**src/rtl/lis_pkg.sv**
```systemverilog
// Package with shared constants and payload types for the LIS core.
`timescale 1ns / 1ps
`default_nettype none
package lis_pkg;
  localparam int ITEM_MAX = 64;
  localparam int IDX_W    = 6;
  localparam int LEN_W    = 7;
  localparam int VAL_W    = 32;

  typedef struct packed {
    logic signed [VAL_W-1:0] value;
    logic                    last_item;
  } in_item_t;

  typedef struct packed {
    logic [LEN_W-1:0]        subseq_length;
    logic signed [VAL_W-1:0] element_value;
    logic [IDX_W-1:0]        element_position;
    logic                    final_result;
    logic                    overflow;
  } out_item_t;

  typedef struct packed {
    logic signed [VAL_W-1:0] value;
    logic [IDX_W-1:0]        pos;
  } obuf_t;
endpackage
`default_nettype wire

```
**src/rtl/lis_if.sv**
```systemverilog
// Valid/ready channel interfaces for input and result transactions.
`timescale 1ns / 1ps
`default_nettype none
interface lis_in_if;
  logic               valid;
  logic               ready;
  lis_pkg::in_item_t  data;
  modport source (output valid, output data, input ready);
  modport sink   (input valid, input data, output ready);
endinterface

`default_nettype wire

```
**src/rtl/lis_front.sv**
```systemverilog
// Front end: accepts input transactions into a two-entry queue for the back end.
`timescale 1ns / 1ps
`default_nettype none
module lis_front (
  input  wire logic              clk,
  input  wire logic              rst_n,
  lis_in_if.sink                 in_ch,
  output logic                   q_valid,
  input  wire logic              q_ready,
  output lis_pkg::in_item_t      q_item
);
  import lis_pkg::*;

  in_item_t    buf_r [2];
  logic        wp_r, wp_nxt, rp_r, rp_nxt;
  logic [1:0]  cnt_r, cnt_nxt;
  logic        push, pop;

  assign in_ch.ready = (cnt_r != 2'd2);
  assign push    = in_ch.valid && in_ch.ready;
  assign q_valid = (cnt_r != 2'd0);
  assign pop     = q_valid && q_ready;
  assign q_item  = buf_r[rp_r];

  always_comb begin
    wp_nxt  = push ? ~wp_r : wp_r;
    rp_nxt  = pop ? ~rp_r : rp_r;
    cnt_nxt = cnt_r + 2'(push) - 2'(pop);
  end

  always_ff @(posedge clk) begin
    if (!rst_n) begin
      wp_r  <= 1'b0;
      rp_r  <= 1'b0;
      cnt_r <= 2'd0;
    end else begin
      wp_r  <= wp_nxt;
      rp_r  <= rp_nxt;
      cnt_r <= cnt_nxt;
    end
  end

  always_ff @(posedge clk) begin
    if (push) buf_r[wp_r] <= in_ch.data;
  end
endmodule
`default_nettype wire

```
**src/flat_wrapper.sv**
```systemverilog
// flat-port wrapper written by rule: the top's interface ports become plain ports
module lis_front_flat import lis_pkg::*;
  (clk, rst_n, q_valid, q_ready, q_item, in_ch_valid, in_ch_data, in_ch_ready);
  lis_in_if in_ch_i ();
  input  wire logic clk;
  input  wire logic rst_n;
  output logic q_valid;
  input  wire logic q_ready;
  output lis_pkg::in_item_t q_item;
  input wire logic [$bits(in_ch_i.valid)-1:0] in_ch_valid;
  input wire logic [$bits(in_ch_i.data)-1:0] in_ch_data;
  output wire logic [$bits(in_ch_i.ready)-1:0] in_ch_ready;
  assign in_ch_i.valid = in_ch_valid;
  assign in_ch_i.data = in_ch_data;
  assign in_ch_ready = in_ch_i.ready;
  lis_front u_core (.clk(clk), .rst_n(rst_n), .in_ch(in_ch_i), .q_valid(q_valid), .q_ready(q_ready), .q_item(q_item));
endmodule
```
**config.mk**
```make
export PLATFORM = sky130hd
export DESIGN_NAME = lis_front_flat
export DESIGN_NICKNAME = d
export VERILOG_FILES = /design/src/rtl/lis_pkg.sv /design/src/rtl/lis_if.sv /design/src/rtl/lis_front.sv /design/src/flat_wrapper.sv
export SDC_FILE = /design/constraint.sdc
export NUM_CORES = 1
export LEC_CHECK = 0
export ABC_AREA = 0
export CORE_MARGIN = 10
export CORE_UTILIZATION = 31
export CTS_BUF_LIST = sky130_fd_sc_hd__clkbuf_2 sky130_fd_sc_hd__clkbuf_4 sky130_fd_sc_hd__clkbuf_8
export DETAILED_ROUTE_END_ITERATION = 6
export DONT_BUFFER_PORTS = 1
export PLACE_DENSITY_LB_ADDON = 0.05
export SLEW_MARGIN = 10
export SYNTH_ARGS = -nofsm -noshare
export SYNTH_HDL_FRONTEND = slang
export SYNTH_SLANG_ARGS = --single-unit
```
**constraint.sdc**
```tcl
create_clock -name clk -period 2.79 [get_ports clk]
set_input_delay 0.558 -clock clk [delete_from_list [all_inputs] [get_ports clk]]
set_output_delay 0.558 -clock clk [all_outputs]
set_load 0.03 [all_outputs]
```
==> results_dict.tcl <==
set metrics [dict create \
    fin_skew_ns 0.00982 \
    crit_path_max_fanout 28 \
    maxSlewHeadroom 0.450 \
    max_freq_mhz 483 \
    max-vdd-ir-drop_mv 0.353 \
    drv_cap 0 \
    dpl.cell_count 236 \
    path_buf_inv 1 \
    seqCellArea_um2 2080 \
    worstReg2RegStart "u_core.cnt_r[0]" \
    area_growth_pct 10.3 \
    cts_sinks 71 \
    finalCritPeriodShare 0.743 \
    cp_slowest_cell "mux2_2" \
    setup_ws_ns 0.718 \
    reg2regPathDepth 4 \
    reg2reg_to "u_core.buf_r[0][31]" \
    gr-total-overflow 0 \
    ant_nets 0 \
    finalSetupViolCount 0 \
    cts_root_buffer "clkbuf_8" \
    hold_violations 0 \
    drc 0 \
    path_delay_family "multiplexers" \
    antenna_cells 0 \
    grt_usage 0.0754 \
    powerDensity_nw_per_um2 1030 \
    syn_inst 130 \
    numCtsBuffers 9 \
    cts_tree "done" \
    drt_wl_total_um 4880 \
    final_cell_mix "edfxtp_1 (66), mux2_4 (30), clkbuf_8 (9)" \
    gp_congestion 0.668 \
    first_pass_iters 4 \
    worstSetupPathType "reg -> out" \
    cts_setup_buffers 0 \
    hp-start "in_ch_data[4]" \
    final_common_cell "edfxtp_1" \
    drtIter0Drc 46 \
    grt_pass1_vias 1186 \
    die_x_um 115 \
    synth-seq-cells 71 \
    avgSynthCellArea_um2 21.4 \
    cts.htree.levels 3 \
    ys_warn_count 0 \
    core_um2 8720 \
    path_clk_slew_ns 0.07 \
    p_leak_uw 0.00107 \
    rsz0062_at_grt "false" \
    synth_top_area_cell "edfxtp_1" \
    avgViaCountPerCell 4.28 \
    post-place-ws_ns 0.920 \
    reg2reg_slack_ns 0.94 \
    hold_depth 0 \
    synth_area_leaders "edfxtp_1 (71%), mux2_4 (16%), dfxtp_1 (3.6%)" \
    grt_pass1_wl_um 7130 \
    drive_gt1_frac 0.383 \
    synth_seq_area_share 0.749 \
    wl_per_cell_um 19.6 \
    synth_area_um2 2780 \
    worst_skew_pair.late_latency_ns 0.33 \
    antenna_found_initial 0 \
    slew_viol_final 0 \
    fin_crit_ns 2.07 \
    slowest_delay_ns 0.46 \
    synth_fp_nets 169 \
    n_fill_cell 793 \
    finalNetCount 178 \
    dr_total_vias 1066 \
    status "completed" \
    end_kind "output port" \
    whs_endpoint "u_core.buf_r[0][4]" \
    io_buffers 0 \
    cts.path.max_buffers 2 \
    num_io_pins 72 \
    ys_types 22 \
    die_h_um 115 \
    cp_num_cells 2 \
    die_area_um2 13200 \
    tightest_slew_ns 0.825 \
    cts_resized 0 \
    instances_no_fill 249 \
    holdBufCountCts 0 \
    yosys.area.top_type_share 0.713 \
    crit_path_start_kind "flip-flop" \
    cp.arrival_ns 1.51 \
    dp_hpwl_um 3530 \
    std_cell_rows 34 \
    path_cells "buf_12 -> mux2_2" \
    grt_max_degree 34 \
    multiInputGateArea_um2 626 \
    start_util 0.319 \
    total_power_uw 3150 \
    finalSetupTns_ns 0 \
    required_ns 2.23 \
    hold_path_class "in -> reg" \
]
==> sequential cells by signal, indices dropped and copies added, names as in the netlist, named ones only <==
name          count
u_core.buf_r     66
u_core.cnt_r      2
u_core.rp_r       1
u_core.wp_r       1
==> Yosys cell counts (all sizes together) <==
master  number
edfxtp      66
nand2        1
nor2b        1
buf          4
o21a         1
and3         1
o21ai        1
xor2         1
mux2        33
inv          3
nand2b       1
nor2         3
or2          1
xnor2        1
ha           2
nand4b       1
and2         3
nor3         1
dfxtp        5
==> power breakdown <==
group | switching [uW] | internal, uW | total (uW)
combinational | 634 | 362 | 996
clock | 321 | 417 | 738
sequential | 64.8 | 1350 | 1420
total | 1020 | 2130 | 3150
==> per-stage QoR <==
step | hold slack, ns | utilization | area, um2
after floorplan | 0.445 | - | 2780
after global placement | 0.499 | 0.332 | 2900
after detailed placement | 0.502 | 0.332 | 2900
after CTS | 0.299 | 0.352 | 3070
after global routing | 0.291 | 0.352 | 3070
final | 0.322 | 0.352 | 3070
==> cell families (layout without fill, tap and decap cells) <==
group	after synthesis	after routing	share of synthesized area
multiplexers	33	33	0.174
flip-flops	71	71	0.749
XOR/XNOR	2	2	0.00630
buffers and inverters	7	18	0.0297
adder cells (fa/ha/maj)	2	2	0.00900
AO/OA/AOI/OAI	2	2	0.00450
AND/OR/NAND/NOR	13	13	0.0279
==> worst max-delay path by stage <==
stage                    start                  end  slack, ns
2_1_floorplan  u_core.cnt_r[0]   u_core.buf_r[0][0]        0.1
3_3_place_gp   u_core.cnt_r[0]  u_core.buf_r[0][24]       0.98
3_5_place_dp   u_core.cnt_r[0]  u_core.buf_r[0][27]       0.92
4_1_cts              flip-flop            q_item[0]       0.67
5_1_grt              flip-flop            q_item[0]       0.63
6_report             flip-flop            q_item[0]       0.72
==> routing by layer <==
metal  vias to the layer above  wire length, um  track usage
li1                        508                -            -
met1                       503             1620       0.0659
met2                        47             2430        0.120
met3                         8              760       0.0597
met4                         0               77       0.0446
met5                         -                0            0
==> final cells by class <==
| type | instances | area share |
|---|---|---|
| clock buffer | 11 | 0.0453 |
| clock inverter | 2 | 0.0114 |
| inverter | 3 | 0.00367 |
| multi-input combinational | 52 | 0.204 |
| sequential | 71 | 0.679 |
| tap | 108 | 0.0440 |
| timing repair buffer | 2 | 0.0130 |
Power figures use the tool's default switching activity.
